## src/hdl/dvsp_pkg.sv

```systemverilog
`default_nettype none
package dvsp_pkg;

    localparam int PART_W = 20;
    localparam int COUNT_W = 3;
    localparam int DEF_MAX_PARTS = 4;
    localparam int OUT_PARTS = 4;
    localparam int MIN_PARTS = 2;

    localparam logic [PART_W-1:0] PART_LIMIT = 20'd999999;

    localparam logic [7:0] CH_LOWER_V = 8'h76;
    localparam logic [7:0] CH_UPPER_V = 8'h56;
    localparam logic [7:0] CH_DOT = 8'h2E;
    localparam logic [7:0] CH_ZERO = 8'h30;
    localparam logic [7:0] CH_NINE = 8'h39;
    localparam logic [7:0] CH_SPACE = 8'h20;
    localparam logic [7:0] CH_TAB = 8'h09;
    localparam logic [7:0] CH_CR = 8'h0D;

    typedef enum logic [1:0] {
        PH_LEAD,
        PH_AFTER_V,
        PH_PARTS,
        PH_TRAIL
    } phase_t;

    typedef struct packed {
        logic [7:0] character;
        logic       is_last;
    } char_item_t;

    typedef struct packed {
        logic              valid_res;
        logic [PART_W-1:0] major;
        logic [PART_W-1:0] minor;
        logic [PART_W-1:0] patch;
        logic [PART_W-1:0] build;
        logic [COUNT_W-1:0] part_count;
    } res_item_t;

    function automatic logic is_ws(input logic [7:0] c);
        return (c == CH_SPACE) || ((c >= CH_TAB) && (c <= CH_CR));
    endfunction

    function automatic logic is_digit(input logic [7:0] c);
        return (c >= CH_ZERO) && (c <= CH_NINE);
    endfunction

endpackage
`default_nettype wire

```

## src/hdl/dotted_version_string_parser_core.sv

```systemverilog
// the last character passes the input register, then its result is written to the result register, raising res_valid
// throughput: one character per cycle; the update is one multiply-by-ten accumulate
// and one part-store write between the input register and the result register
// a result waiting in the output register stalls only a following last character
// reset (rst_n low, asynchronous) clears the parse state, part store and both valid flags
`default_nettype none
module dotted_version_string_parser_core #(
    parameter int MAX_PARTS = dvsp_pkg::DEF_MAX_PARTS
) (
    input  wire logic                 clk,
    input  wire logic                 rst_n,
    input  wire logic                 char_valid,
    output logic                      char_ready,
    input  wire dvsp_pkg::char_item_t char_data,
    output logic                      res_valid,
    input  wire logic                 res_ready,
    output dvsp_pkg::res_item_t       res_data
);

    localparam int IDX_W = (MAX_PARTS > 1) ? $clog2(MAX_PARTS) : 1;
    localparam int CNT_W = $clog2(MAX_PARTS + 1);
    localparam int ACC_W = dvsp_pkg::PART_W + 4;

    // input register
    logic                 in_vld_reg;
    dvsp_pkg::char_item_t in_data_reg;

    // parse state
    dvsp_pkg::phase_t              phase_reg, phase_next;
    logic                          err_reg, err_next;
    logic [dvsp_pkg::PART_W-1:0]   cur_reg, cur_next;
    logic                          dig_reg, dig_next;
    logic [dvsp_pkg::PART_W-1:0]   store_reg [MAX_PARTS];
    logic [dvsp_pkg::PART_W-1:0]   store_next [MAX_PARTS];
    logic [CNT_W-1:0]              done_reg, done_next;

    // result register
    logic                res_vld_reg;
    dvsp_pkg::res_item_t res_data_reg, res_data_next;

    logic advance;
    logic [7:0] c;
    logic body;
    logic dot_finish;
    logic end_finish;
    logic [ACC_W-1:0] acc;
    logic [dvsp_pkg::PART_W-1:0] outp [dvsp_pkg::OUT_PARTS];

    assign c = in_data_reg.character;
    // a non-last character never produces a result, so it need not wait on the output
    assign advance = in_vld_reg && (!in_data_reg.is_last || !res_vld_reg || res_ready);
    assign char_ready = !in_vld_reg || advance;
    assign res_valid = res_vld_reg;
    assign res_data = res_data_reg;

    assign acc = {1'b0, cur_reg, 3'b000} + {3'b000, cur_reg, 1'b0}
                 + {{(ACC_W-4){1'b0}}, 4'(c - dvsp_pkg::CH_ZERO)};

    always_comb
    begin
        phase_next = phase_reg;
        err_next = err_reg;
        cur_next = cur_reg;
        dig_next = dig_reg;
        store_next = store_reg;
        done_next = done_reg;
        body = 1'b0;
        dot_finish = 1'b0;
        end_finish = 1'b0;
        res_data_next = '0;
        for (int k = 0; k < dvsp_pkg::OUT_PARTS; k++)
        begin
            outp[k] = '0;
        end

        unique case (phase_reg)
            dvsp_pkg::PH_LEAD:
            begin
                if (dvsp_pkg::is_ws(c))
                begin
                    phase_next = dvsp_pkg::PH_LEAD;
                end
                else if (c == dvsp_pkg::CH_LOWER_V || c == dvsp_pkg::CH_UPPER_V)
                begin
                    phase_next = dvsp_pkg::PH_AFTER_V;
                end
                else
                begin
                    phase_next = dvsp_pkg::PH_PARTS;
                    body = 1'b1;
                end
            end
            dvsp_pkg::PH_AFTER_V:
            begin
                if (dvsp_pkg::is_ws(c))
                begin
                    phase_next = dvsp_pkg::PH_TRAIL;
                end
                else
                begin
                    phase_next = dvsp_pkg::PH_PARTS;
                    body = 1'b1;
                end
            end
            dvsp_pkg::PH_PARTS:
            begin
                body = 1'b1;
            end
            dvsp_pkg::PH_TRAIL:
            begin
                if (!dvsp_pkg::is_ws(c))
                begin
                    err_next = 1'b1;
                end
            end
            default:
            begin
                err_next = 1'b1;
            end
        endcase

        if (body)
        begin
            if (dvsp_pkg::is_digit(c))
            begin
                // saturate so the accumulator stays within the part width
                if (acc > ACC_W'(dvsp_pkg::PART_LIMIT))
                begin
                    err_next = 1'b1;
                    cur_next = dvsp_pkg::PART_LIMIT;
                end
                else
                begin
                    cur_next = acc[dvsp_pkg::PART_W-1:0];
                end
                dig_next = 1'b1;
            end
            else if (c == dvsp_pkg::CH_DOT)
            begin
                dot_finish = 1'b1;
            end
            else if (dvsp_pkg::is_ws(c))
            begin
                phase_next = dvsp_pkg::PH_TRAIL;
            end
            else
            begin
                err_next = 1'b1;
            end
        end

        if (in_data_reg.is_last)
        begin
            if (phase_next == dvsp_pkg::PH_LEAD)
            begin
                err_next = 1'b1;
            end
            else
            begin
                end_finish = 1'b1;
            end
        end

        // a dot on the last character closes an empty part right after it
        if (dot_finish && end_finish)
        begin
            err_next = 1'b1;
        end

        if (dot_finish || end_finish)
        begin
            if (!dig_next)
            begin
                err_next = 1'b1;
            end
            else if (done_reg >= CNT_W'(MAX_PARTS))
            begin
                err_next = 1'b1;
            end
            else
            begin
                store_next[done_reg[IDX_W-1:0]] = cur_next;
                done_next = done_reg + 1'b1;
            end
            cur_next = '0;
            dig_next = 1'b0;
        end

        if (in_data_reg.is_last)
        begin
            if (done_next < CNT_W'(dvsp_pkg::MIN_PARTS))
            begin
                err_next = 1'b1;
            end
            for (int k = 0; k < dvsp_pkg::OUT_PARTS; k++)
            begin
                if (k < MAX_PARTS)
                begin
                    outp[k] = store_next[IDX_W'(k)];
                end
            end
            if (!err_next)
            begin
                res_data_next.valid_res = 1'b1;
                res_data_next.major = outp[0];
                res_data_next.minor = outp[1];
                res_data_next.patch = outp[2];
                res_data_next.build = outp[3];
                res_data_next.part_count = dvsp_pkg::COUNT_W'(done_next);
            end
        end
    end

    always_ff @(posedge clk or negedge rst_n)
    begin
        if (!rst_n)
        begin
            in_vld_reg <= 1'b0;
            res_vld_reg <= 1'b0;
            phase_reg <= dvsp_pkg::PH_LEAD;
            err_reg <= 1'b0;
            cur_reg <= '0;
            dig_reg <= 1'b0;
            done_reg <= '0;
            for (int k = 0; k < MAX_PARTS; k++)
            begin
                store_reg[k] <= '0;
            end
        end
        else
        begin
            if (char_ready)
            begin
                in_vld_reg <= char_valid;
            end

            if (advance && in_data_reg.is_last)
            begin
                res_vld_reg <= 1'b1;
            end
            else if (res_ready)
            begin
                res_vld_reg <= 1'b0;
            end

            if (advance)
            begin
                if (in_data_reg.is_last)
                begin
                    // string done: back to the reset state
                    phase_reg <= dvsp_pkg::PH_LEAD;
                    err_reg <= 1'b0;
                    cur_reg <= '0;
                    dig_reg <= 1'b0;
                    done_reg <= '0;
                    for (int k = 0; k < MAX_PARTS; k++)
                    begin
                        store_reg[k] <= '0;
                    end
                end
                else
                begin
                    phase_reg <= phase_next;
                    err_reg <= err_next;
                    cur_reg <= cur_next;
                    dig_reg <= dig_next;
                    done_reg <= done_next;
                    store_reg <= store_next;
                end
            end
        end
    end

    always_ff @(posedge clk)
    begin
        if (char_ready && char_valid)
        begin
            in_data_reg <= char_data;
        end
        if (advance && in_data_reg.is_last)
        begin
            res_data_reg <= res_data_next;
        end
    end

`ifndef SYNTHESIS
    a_fail_all_zero: assert property (@(posedge clk) disable iff (!rst_n)
        (res_vld_reg && !res_data_reg.valid_res) |->
            (res_data_reg.major == '0 && res_data_reg.minor == '0 &&
             res_data_reg.patch == '0 && res_data_reg.build == '0 &&
             res_data_reg.part_count == '0))
        else $error("failed parse carries nonzero fields");

    a_restart_after_last: assert property (@(posedge clk) disable iff (!rst_n)
        (advance && in_data_reg.is_last) |=>
            (phase_reg == dvsp_pkg::PH_LEAD && done_reg == '0 && !err_reg &&
             res_vld_reg))
        else $error("parser did not restart after the last character");

    a_no_digits_zero_part: assert property (@(posedge clk) disable iff (!rst_n)
        !dig_reg |-> (cur_reg == '0))
        else $error("part accumulator nonzero without digits");

    a_part_in_range: assert property (@(posedge clk) disable iff (!rst_n)
        (cur_reg <= dvsp_pkg::PART_LIMIT) && (done_reg <= CNT_W'(MAX_PARTS)))
        else $error("part accumulator or part count out of range");
`endif

endmodule
`default_nettype wire

```

## config.mk

```make
export PLATFORM = sky130hd
export DESIGN_NAME = dotted_version_string_parser_core
export DESIGN_NICKNAME = d
export VERILOG_FILES = /design/src/hdl/dvsp_pkg.sv /design/src/hdl/dotted_version_string_parser_core.sv
export SDC_FILE = /design/constraint.sdc
export NUM_CORES = 1
export LEC_CHECK = 0
export BUFFER_PORTS_ARGS = -buffer_cell sky130_fd_sc_hd__buf_2
export CAP_MARGIN = 20
export CELL_PAD_IN_SITES_DETAIL_PLACEMENT = 0
export CELL_PAD_IN_SITES_GLOBAL_PLACEMENT = 1
export CORE_MARGIN = 1
export CORE_UTILIZATION = 30
export DETAILED_ROUTE_END_ITERATION = 12
export GPL_TIMING_DRIVEN = 1
export PLACE_DENSITY_LB_ADDON = 0.1
export SETUP_SLACK_MARGIN = 0.5
export SYNTH_ARGS = -nofsm -noshare
export SYNTH_HDL_FRONTEND = slang
export SYNTH_SLANG_ARGS = --single-unit
export TNS_END_PERCENT = 100
```

## constraint.sdc

```tcl
create_clock -name clk -period 6.4 [get_ports clk]
set_input_delay 1.28 -clock clk [delete_from_list [all_inputs] [get_ports clk]]
set_output_delay 1.28 -clock clk [all_outputs]
set_load 0.01 [all_outputs]
```

Word level (Yosys, flattened, before mapping)
Cells that the tools add are included.

storage, ports and cells
  logic and storage cells = 120
  output and inout port bits = 86
  register bits after elaboration = 162

operators by class
  muxes and demuxes = 57
  add/sub/neg operators = 4
  eq/ne operators = 8
  reductions and logical operators = 23
  $lt $le $gt $ge = 9
  bitwise operators = 2

operator list
  kind                                                              count
  2-to-1 mux 80 bit                                                 4
  2-to-1 mux 20 bit                                                 6
  2-to-1 mux 84 bit                                                 1
  bitwise mux 80 bit                                                1
  demux 20 bit (select 2 bit)                                       1
  2-to-1 mux 1 bit                                                  31
  adder 23 x 21 -> 24 bit                                           1
  adder 24 x 4 -> 24 bit                                            1
  greater-than comparator 24 x 20 -> 1 bit (second input constant)  1
  == test 8 x 6 -> 1 bit (second input constant)                    2
  == test 8 x 7 -> 1 bit (second input constant)                    2
  2-to-1 mux 2 bit                                                  7
  2-to-1 mux 3 bit                                                  4
  >= comparator 8 x 4 -> 1 bit (second input constant)              1
  >= comparator 8 x 6 -> 1 bit (second input constant)              1
  <= comparator 8 x 4 -> 1 bit (second input constant)              1
  <= comparator 8 x 6 -> 1 bit (second input constant)              1
  logical AND 1 bit                                                 7
  >= comparator 3 bit (second input constant)                       2
  logical OR 1 bit                                                  6
  nonzero test 2 bit                                                3
  == test 2 bit (second input constant)                             2
  zero test 2 bit                                                   2
  one-hot mux 2 bit (2 select lines)                                1
  12 further kinds                                                  14

Longest topological paths before layout
Gate-level depths: netlist (run 1).

  word-level depth = 20
  depth in mapped cells = 14
  depth with buffers taken out = 12

Worst setup path before layout (run 1)
No wires, ideal clock.

  path kind = flip-flop to flip-flop
  from = reg in_data_reg, in the netlist c[3]
  to = reg res_data_reg, in the netlist res_data[45] (data pin)
  setup time = 269 ps
  required time = 6131 ps
  path buffers = 1
  setup slack = 2300 ps
  arrival = 3830 ps
  cell stages (with the launch flop) = 13
  cell sequence = edfxtp_1 fa_1 fa_1 a211oi_1 o211ai_2 a21oi_2 o31ai_1 xnor2_1 a2111o_1 o31a_2 o211ai_2 buf_6 a21oi_1

on the way
  word-level cells in the longest chain between the ends = 20
  elaborated cells between the ends (all ways) = 63
  classes of those cells = add/sub: 2; order compare: 6; eq/ne: 4; mux: 43; reduce/logical: 8

RTL lines
  item                                                             RTL line                                  text
  from (decl)                                                      dotted_version_string_parser_core.sv:26   dvsp_pkg::char_item_t in_data_reg;
  from (signal assigned)                                           dotted_version_string_parser_core.sv:278  in_data_reg <= char_data;
  branches (longest 20 deep; another with adder 24 x 4 -> 24 bit)  -
  to (signal assigned)                                             dotted_version_string_parser_core.sv:282  res_data_reg <= res_data_next;
  to (decl)                                                        dotted_version_string_parser_core.sv:39   dvsp_pkg::res_item_t res_data_reg, res_data_next;

Several ways; the timed one is not identified. The select of a mux whose other input is x is not followed.
A chain may end at the register's enable or synchronous reset.

Worst setup path after layout (run 1)
  from = reg in_data_reg, in the netlist c[3]
  to = reg res_data_reg, in the netlist res_data[79] (data pin)

The elaborated chain is that of the path after synthesis.

==> flow_summary_export.csv, run 1 <==
group,metric,value,unit
critical_path,path_cells,"fa_1 -> fa_1 -> a211oi_1 -> o211ai_2 -> a21oi_2 -> o31ai_1 -> xnor2_1 -> a2111o_1 -> o31a_2 -> o211ai_4 -> buf_4 -> a21oi_1",
clock_tree,clkLatencyLatePin,0.42,ns
sta,maxSlewHeadroom,0.299,
sta,finalClockSkew,0.0136,ns
min_path,min_path_cells,2,
sta,tns,0,ns
pwr,netSwitchingFraction,0.257,
routing,wl_met2,9990,um
critical_path,r2r-end,"res_data[79]",
global_routing,antenna_found_initial,0,
yosys,syn_area_per_cell,9.46,um2
pwr,p_sw,0.518,mW
clock_tree,post_cts_resized,0,
yosys,yosysTopAreaCell,"dfrtp_1",
die,fp-row-count,57,
routing,viasPerCell,5.18,
placement,port-buffer-count,58,
layout,syn2layout_area_growth,14.4,%
yosys,yosysWarnings,0,
routing,wl_per_cell,18.7,um
sta,finalCriticalPeriod,5.02,ns
routing,ant_nets,0,
placement,dp_cells,1136,
pwr,power_frac_seq,0.427,
routing,drt_iter0_drc,436,
global_routing,grt_max_degree,70,
routing,routed-via-count,6059,
yosys,synth_cell_types,69,
layout,regArea,3320,um2
clock_tree,postCtsSetupBuffers,0,
routing,top_layer,"met4",
critical_path,cp.required,6.54,ns
run_status,outcome,"finished, final reports clean",
critical_path,crit_slowest_cell,"o31a_2",
layout,fin_nets,890,
min_path,holdPathEnd,"store_reg[79]",
layout,fill_cells,2536,
die,die_h,160,um
layout,final_core_util,0.351,
layout,drive_gt1_frac,0.149,
routing,wl_met3,803,um
layout,multiInputGateArea,3740,um2
clock_tree,root_buffer,"clkbuf_16",
yosys,synth_ff_type,"dfrtp_1",
yosys,yosysSeqAreaShare,0.445,
critical_path,crit_fanout,42,
clock_tree,cts_made_buffers,17,
yosys,synth-seq-cells,122,
pwr,cellPowerDensity,236,nW/um2
critical_path,cpPeakStageDelay,0.59,ns
pwr,p_leak,3.49,nW
job,drv_cap,0,
yosys,ys_async_sr_fraction,0.566,
routing,post-route-drc-count,0,
pwr,ir_worst_vdd,0.165,mV
critical_path,critPathTopFamily,"compound AO/OA/AOI/OAI gates",
layout,diodes,0,
critical_path,crit_type,"reg2reg",
sta,final.period_utilization,0.784,
sta,maxSlewViolCount,0,
min_path,holdCritPathClass,"reg2reg",
sta,fmax,199,MHz
yosys,yosysTopAreaCellShare,0.232,
global_routing,grt_pass1_vias,5948,
layout,final_cells,1170,
critical_path,worstSetupStartpointType,"flip-flop",
critical_path,crit_top_cell,"fa_1",
global_routing,track_usage,0.177,
clock_tree,htreeDepth,4,
global_routing,grt-ovfl-total,0,
clock_tree,cts_max_path_buffers,2,
critical_path,reg2reg_depth,12,
layout,largest_register_ffs,44,
sta,finalHoldViolCount,0,
yosys,synth_edf_count,53,
pwr,internal_power,1.50,mW
yosys,synth.top_cells.by_area,"dfrtp_1, edfxtp_1, ha_1",
die,ios,99,
clock_tree,path_clk_slew,0.06,ns
pwr,p_comb_frac,0.080,
routing,wirelength,21800,um
yosys,syn_inst,788,
clock_tree,cts_hold_buffers,0,
sta,rsz0062_at_grt,"false",
clock_tree,cts.sinks,122,
die,die-area,25500,um2
critical_path,r2r-start,"c[3]",
routing,wl_met1,10900,um
routing,firstDrtPassIters,5,
sta,worst_pin_slew,1.05,ns
critical_path,worstSetupEndpointType,"flip-flop",
global_routing,grt_pass1_wl,35000,um
yosys,synth_area,7460,um2
sta,setup_viol,0,
placement,place_hpwl,15100,um
die,initial_core_util,0.307,
critical_path,cp_data_arrival_time,5.15,ns
clock_tree,cts_tree,"yes",
min_path,min-delay-start,"store_reg[79]",
critical_path,ff2ff_setup_slack,1.38,ns
die,core-area,24300,um2
die,die_w,160,um
critical_path,cp.buffers_inverters,1,
pwr,p_clk_frac,0.493,
placement,gp_congestion,0.787,
[Yosys cell counts (7+ instances only)]
library cell / count
inv_1: 13
nand2b_1: 14
nor3_1: 9
a21oi_1: 64
clkbuf_1: 29
edfxtp_1: 53
xnor2_1: 7
o21a_1: 8
nor2_1: 54
buf_2: 8
o311ai_0: 11
buf_4: 41
ha_1: 42
o211ai_1: 11
nand3_1: 8
a21oi_2: 8
a31oi_1: 8
dfrtp_1: 69
o21ai_0: 73
nand2_1: 124
a22o_1: 17
[metal layers]
layer | up-vias | track usage
met4 | 0 | 0.0446
met1 | 2987 | 0.254
li1 | 2907 | -
met5 | - | 0
met3 | 12 | 0.0288
met2 | 153 | 0.275
[power by group through the flow]
| stage | clock, mW | sequential [mW] | combinational (mW) |
|---|---|---|---|
| finish | 0.993 | 0.861 | 0.161 |
| CTS | 1.02 | 0.862 | 0.160 |
| floorplan | 0 | 0.876 | 0.109 |
| global route | 1.05 | 0.865 | 0.178 |
| global placement | 0 | 0.876 | 0.155 |
| detailed placement | 0 | 0.877 | 0.160 |
[cell type report]
cell class,instances,share of cell area
well taps,324,0.0475
flip-flops and latches,122,0.389
clock buffers,19,0.0532
repair buffers,70,0.0482
multi-input cells,609,0.438
inverters,13,0.00572
clock inverters,13,0.0183
[per-stage QoR]
step	hold WS (ns)	area, um2	total power, mW	setup slack (ns)
finish	0.479	8530	2.02	1.38
global route	0.497	8530	2.09	0.989
CTS	0.482	8510	2.04	1.37
detailed placement	0.470	7900	1.04	1.39
global placement	0.462	7860	1.03	1.46
floorplan	0.450	7600	0.985	2.30
[cell families (layout without fill, tap and decap cells)]
group	after synthesis	count (layout)	synth area share
other	1	40	0.000503
xor gates and xnor gates	10	10	0.0117
DFF	122	122	0.445
adders and majority gates	44	44	0.0758
buffers and inverters	96	115	0.0753
AOI/OAI and AO/OA	265	265	0.237
and+or+nand+nor	244	244	0.146
muxes	6	6	0.00822
[cells in the final DEF (no fill, tap or decap), types with 11 or more instances in the layout]
cell       count
nand2_1      124
o21ai_0       71
dfrtp_1       69
a21oi_1       64
buf_2         58
nor2_1        54
edfxtp_1      53
ha_1          42
conb_1        40
clkbuf_16     18
a22o_1        17
nand2b_1      14
inv_1         12
o211ai_1      11
o311ai_0      11
[worst reg2reg max path: stages, from the launching register on]
cell and delay (ns):
edfxtp_1 0.51, fa_1 0.57, fa_1 0.51, a211oi_1 0.50, o211ai_2 0.22, a21oi_2 0.35
o31ai_1 0.14, xnor2_1 0.17, a2111o_1 0.32, o31a_2 0.59, o211ai_4 0.27, buf_4 0.47
a21oi_1 0.13
[how the worst max path moves through the flow]
stage	start	endpoint	slack [ns]	cells past startpoint
final	c[3]	res_data[79]	1.38	12
after global routing	c[3]	res_data[59]	0.99	12
after CTS	c[3]	res_data[79]	1.37	12
after detailed placement	c[3]	res_data[52]	1.39	12
after global placement	c[3]	res_data[0]	1.46	12
after floorplan	c[3]	res_data[45]	2.30	12
(Power assumes the default switching activity.)
==> inputs of run 2 (changes only) <==
- clock period: 6.4 -> 5.1 ns (I/O delays scaled with it)
==> run 2 against run 1 <==
  * Global-route usage decreased by 0.47 points
  * Total power grew 25%
  * Flip-flop and latch count did not move
  * Setup slack worse by 0.59 ns
  * Die area is the same
  * Critical path depth did not move
  * Critical path type unchanged
  * Largest power group unchanged
==> flow_summary_export.csv, run 2 (synthesized netlist as in run 1, its figures left out) <==
group,metric,value,unit
run_status,outcome,"finished, final reports clean",
routing,drt_iter0_drc,373,
global_routing,antenna_found_initial,0,
critical_path,cp_data_arrival_time,4.45,ns
critical_path,r2r-end,"res_data[52]",
clock_tree,root_buffer,"clkbuf_16",
placement,gp_congestion,0.835,
die,ios,99,
routing,wirelength,21300,um
layout,fin_nets,897,
clock_tree,cts_max_path_buffers,2,
layout,drive_gt1_frac,0.161,
sta,finalHoldViolCount,0,
routing,post-route-drc-count,0,
global_routing,track_usage,0.172,
pwr,p_comb_frac,0.078,
sta,hold-worst-slack,0.425,ns
die,die-area,25500,um2
min_path,holdCritPathClass,"in2async",
pwr,cellPowerDensity,293,nW/um2
pwr,netSwitchingFraction,0.247,
sta,maxSlewViolCount,0,
pwr,ir_worst_vdd,0.193,mV
placement,dp_cells,1141,
critical_path,ff2ff_setup_slack,0.79,ns
global_routing,grt_pass1_wl,33900,um
layout,syn2layout_area_growth,15.4,%
critical_path,r2r-start,"c[3]",
pwr,p_sw,0.623,mW
layout,fill_cells,2490,
clock_tree,cts_tree,"yes",
clock_tree,htreeDepth,4,
pwr,p_leak,3.55,nW
clock_tree,path_clk_slew,0.06,ns
routing,wl_per_cell,18.1,um
global_routing,grt_max_degree,45,
placement,port-buffer-count,58,
sta,worst_pin_slew,1.12,ns
critical_path,crit_fanout,42,
sta,finalCriticalPeriod,4.31,ns
die,core-area,24300,um2
sta,rsz0062_at_grt,"false",
sta,tns,0,ns
critical_path,worstSetupStartpointType,"flip-flop",
sta,finalClockSkew,0.0127,ns
layout,final_cell_mix,"nand2_1, o21ai_0, dfrtp_1, a21oi_1, buf_2",
layout,largest_register_ffs,44,
die,fp-row-count,57,
clock_tree,cts.sinks,122,
global_routing,grt_pass1_vias,5945,
routing,firstDrtPassIters,5,
critical_path,reg2reg_depth,12,
pwr,p_clk_frac,0.494,
layout,layout_commonest_cell,"nand2_1",
placement,place_hpwl,15300,um
routing,ant_nets,0,
pwr,internal_power,1.90,mW
critical_path,crit_type,"reg2reg",
die,initial_core_util,0.307,
sta,fmax,232,MHz
sta,final.period_utilization,0.844,
job,drv_cap,0,
critical_path,cp.required,5.24,ns
sta,maxSlewHeadroom,0.251,
die,die_h,160,um
clock_tree,cts_made_buffers,17,
routing,routed-via-count,6068,
routing,viasPerCell,5.16,
placement,dp_slack,0.350,ns
pwr,power_frac_seq,0.428,
die,die_w,160,um
sta,setup_viol,0,
layout,diodes,0,
global_routing,grt-ovfl-total,0,
clock_tree,clkLatencyLatePin,0.42,ns
sta,fin_ws,0.794,ns
layout,final_core_util,0.354,
layout,final_cells,1177,
critical_path,worstSetupEndpointType,"flip-flop",
run 2: cell types whose count changed in the layout (fill, tap and decap cells not counted), sizes merged:
| cell | change |
|---|---|
| clkinv | -2 |
| clkinvlp | +3 |
| buf | +7 |
| inv | -2 |
| bufinv | +1 |
run 2: worst max-delay path, cell delays in order, from the launching register on:
cell and delay (ns):
edfxtp_1 0.44, fa_1 0.55, ha_1 0.32, a21o_2 0.15, nand4_2 0.18, a211oi_4 0.39
mux2i_1 0.25, a22o_1 0.24, a2111o_1 0.46, o31a_4 0.48, o211ai_4 0.22, buf_12 0.25
a21oi_1 0.07
run 2: through the flow:
| stage | power (mW) | cell area (um2) |
|---|---|---|
| 2_1_floorplan | 1.24 | 7600 |
| 3_3_place_gp | 1.29 | 7920 |
| 3_5_place_dp | 1.30 | 7930 |
| 4_1_cts | 2.55 | 8550 |
| 5_1_grt | 2.62 | 8600 |
| 6_report | 2.52 | 8600 |
run 2: final cells by class:
type	count	area [um2]	area share
multi-input cells	609	3760	0.437
flip-flops and latches	122	3320	0.386
inverters	13	48.8	0.00567
clock inverters	13	168	0.0195
repair buffers	77	458	0.0532
well taps	324	405	0.0471
clock buffers	19	443	0.0515
run 2: worst max path at each step:
stage,startpoint,to,depth (start not counted)
after detailed placement,c[3],res_data[45],11
final,c[3],res_data[52],12
after global routing,c[2],res_data[48],13
after global placement,c[3],res_data[45],11
after floorplan,c[3],res_data[45],12
after CTS,c[3],res_data[82],12
run 2: timing repair:
item / CTS / global route
pin swaps: 0 / 1
endpoints found under the setup margin: 44 / 48
resized for setup: 3 / 3
buffers inserted: 0 / 3
hold buffers: 0 / 0
endpoints found under the hold margin: 0 / 0
cloned: 0 / 0
run 2: power by group through the flow:
stage	Sequential (mW)	Clock [mW]	Combinational (mW)
after global routing	1.08	1.32	0.219
after floorplan	1.10	0	0.137
after detailed placement	1.10	0	0.197
after CTS	1.08	1.27	0.198
after global placement	1.10	0	0.194
final	1.08	1.25	0.198
run 2: layer usage:
metal | GRT usage | share of wire | up-vias
met4 | 0.0533 | 0.0089 | 0
met5 | 0 | 0 | -
met1 | 0.242 | 0.49 | 2989
met3 | 0.0288 | 0.038 | 15
met2 | 0.269 | 0.46 | 146
li1 | - | - | 2918
==> inputs of run 3 (changes only) <==
- clock period: 5.1 -> 3.75 ns (I/O delays scaled with it)
==> run 3 against run 2 <==
  * The flow now finishes with violations (setup timing)
  * Setup slack got worse by 0.93 ns
  * Die area did not move
  * Critical path type unchanged
  * Cell count is 7.6% higher
  * Sequential power increased by 36%
  * Critical path depth up 1
  * Core utilization rose by 4.1 points
  * Routed wire length up 6.3%
  * Largest cell class unchanged
  * Combinational power is 59% higher
==> flow_summary_export.csv, run 3 (synthesized netlist as in run 1, its figures left out) <==
group,metric,value,unit
routing,wl_met3,621,um
die,initial_core_util,0.307,
routing,wirelength,22700,um
pwr,ir_worst_vdd,0.296,mV
critical_path,cp.required,3.91,ns
pwr,power_frac_seq,0.450,
critical_path,worstSetupEndpointType,"flip-flop",
layout,final_core_util,0.395,
global_routing,track_usage,0.180,
layout,largest_register_ffs,44,
sta,finalHoldViolCount,0,
pwr,p_comb_frac,0.096,
routing,wl_met2,11100,um
global_routing,antenna_found_initial,0,
routing,ant_nets,0,
sta,worst_pin_slew,0.927,ns
layout,fin_nets,987,
die,die_h,160,um
clock_tree,root_buffer,"clkbuf_16",
routing,viasPerCell,5.10,
global_routing,grt-ovfl-total,0,
global_routing,grt_pass1_wl,35800,um
run_status,outcome,"finished with violations",
critical_path,crit_fanout,31,
routing,routed-via-count,6460,
min_path,holdCritPathClass,"in2async",
routing,drt_iter0_drc,466,
die,die_w,160,um
die,ios,99,
sta,final.period_utilization,1.04,
pwr,netSwitchingFraction,0.268,
pwr,p_clk_frac,0.453,
sta,finalClockSkew,0.00814,ns
routing,post-route-drc-count,0,
run_status,violations,"setup timing",
pwr,p_sw,0.876,mW
die,fp-row-count,57,
sta,rsz0062_at_grt,"true",
die,die-area,25500,um2
clock_tree,cts.sinks,122,
global_routing,grt_pass1_vias,6392,
routing,firstDrtPassIters,5,
placement,port-buffer-count,58,
routing,top_layer,"met4",
placement,gp_congestion,0.811,
pwr,p_leak,4.02,nW
pwr,cellPowerDensity,340,nW/um2
critical_path,cp_data_arrival_time,4.05,ns
clock_tree,cts_tree,"yes",
die,core-area,24300,um2
layout,fill_cells,2371,
sta,finalCriticalPeriod,3.89,ns
layout,layout_commonest_cell,"nand2_1",
sta,fin_ws,-0.140,ns
sta,hold-worst-slack,0.158,ns
routing,wl_met1,10800,um
layout,drive_gt1_frac,0.296,
clock_tree,cts_made_buffers,17,
clock_tree,path_clk_slew,0.06,ns
routing,wl_per_cell,17.9,um
sta,maxSlewHeadroom,0.382,
sta,fmax,257,MHz
sta,maxSlewViolCount,0,
critical_path,crit_type,"reg2reg",
critical_path,worstSetupStartpointType,"flip-flop",
clock_tree,cts_hold_buffers,0,
layout,diodes,0,
pwr,internal_power,2.39,mW
clock_tree,clkLatencyLatePin,0.42,ns
job,drv_cap,0,
layout,syn2layout_area_growth,28.8,%
sta,setup_viol,45,
clock_tree,cts_max_path_buffers,2,
placement,place_hpwl,16600,um
clock_tree,htreeDepth,4,
layout,final_cell_mix,"nand2_1, buf_4, dfrtp_1, buf_2, o21ai_0",
global_routing,grt_max_degree,42,
-- run 3: cell count changes in the layout (fill, tap and decap cells not counted), moves of 8 or more --
cell      previous run  this run
a21oi_1             64        44
a21oi_2              8        27
buf_4               17        93
buf_6                0         9
o21ai_0             71        54
o21ai_1              1        15
o311ai_0            10         2
-- run 3: per-layer routing --
metal | vias up | GRT usage
li1 | 3106 | -
met1 | 3186 | 0.237
met2 | 151 | 0.306
met3 | 17 | 0.0244
met4 | 0 | 0.0507
met5 | - | 0
-- run 3: cell type report --
class	instances	area (um2)	share of cell area
Sequential cell	122	3320	0.345
Clock buffer	17	425	0.0443
Multi-Input combinational cell	609	4090	0.426
Timing Repair Buffer	167	1220	0.127
Tap cell	324	405	0.0422
Inverter	13	48.8	0.00508
Clock inverter	15	101	0.0105
-- run 3: path summary, 6_finish.rpt --
check / startpoint / endpoint / slack (ns) / cells past startpoint
max in group asynchronous: rst_n / cur_reg[13] / 2.84 / 3
min reg2reg: store_reg[54] / store_reg[54] / 0.48 / 2
min in group clk: store_reg[54] / store_reg[54] / 0.48 / 2
min: rst_n / store_reg[61] / 0.16 / 1
max reg2reg: cur_reg[0] / res_data[49] / -0.14 / 13
max: cur_reg[0] / res_data[49] / -0.14 / 13
-- run 3: worst max-delay path, cell delays in order, from the launching register on --
cell      delay, ns
dfrtp_1        0.42
fa_2           0.63
ha_4           0.22
a21o_4         0.23
nand4_4        0.11
a211oi_4       0.10
buf_6          0.15
o311a_1        0.31
o21a_1         0.22
a211o_1        0.32
o31a_4         0.38
o211ai_4       0.20
buf_12         0.24
a21oi_1        0.07
-- run 3: power by group through the flow --
stage	logic (mW)	clock network (mW)	registers, mW
6_report	0.315	1.48	1.47
5_1_grt	0.346	1.55	1.47
4_1_cts	0.303	1.50	1.47
3_5_place_dp	0.297	0	1.49
3_3_place_gp	0.291	0	1.49
2_1_floorplan	0.190	0	1.49
-- run 3: what timing repair did --
item	CTS	global route
pin swaps	3	6
gates resized for setup	15	55
setup endpoints to repair	84	82
setup buffers	3	8
-- run 3: stage by stage --
stage	std cells	area (um2)	worst slack (ns)	TNS (ns)	total power [mW]
floorplan	827	7730	0.0792	0	1.68
global placement	1223	8690	-0.249	-6.95	1.78
detailed placement	1223	8690	-0.269	-10.30	1.79
CTS	1258	9300	-0.155	-6.53	3.27
global route	1267	9610	-0.275	-11.06	3.37
finish	1267	9610	-0.140	-4.70	3.26
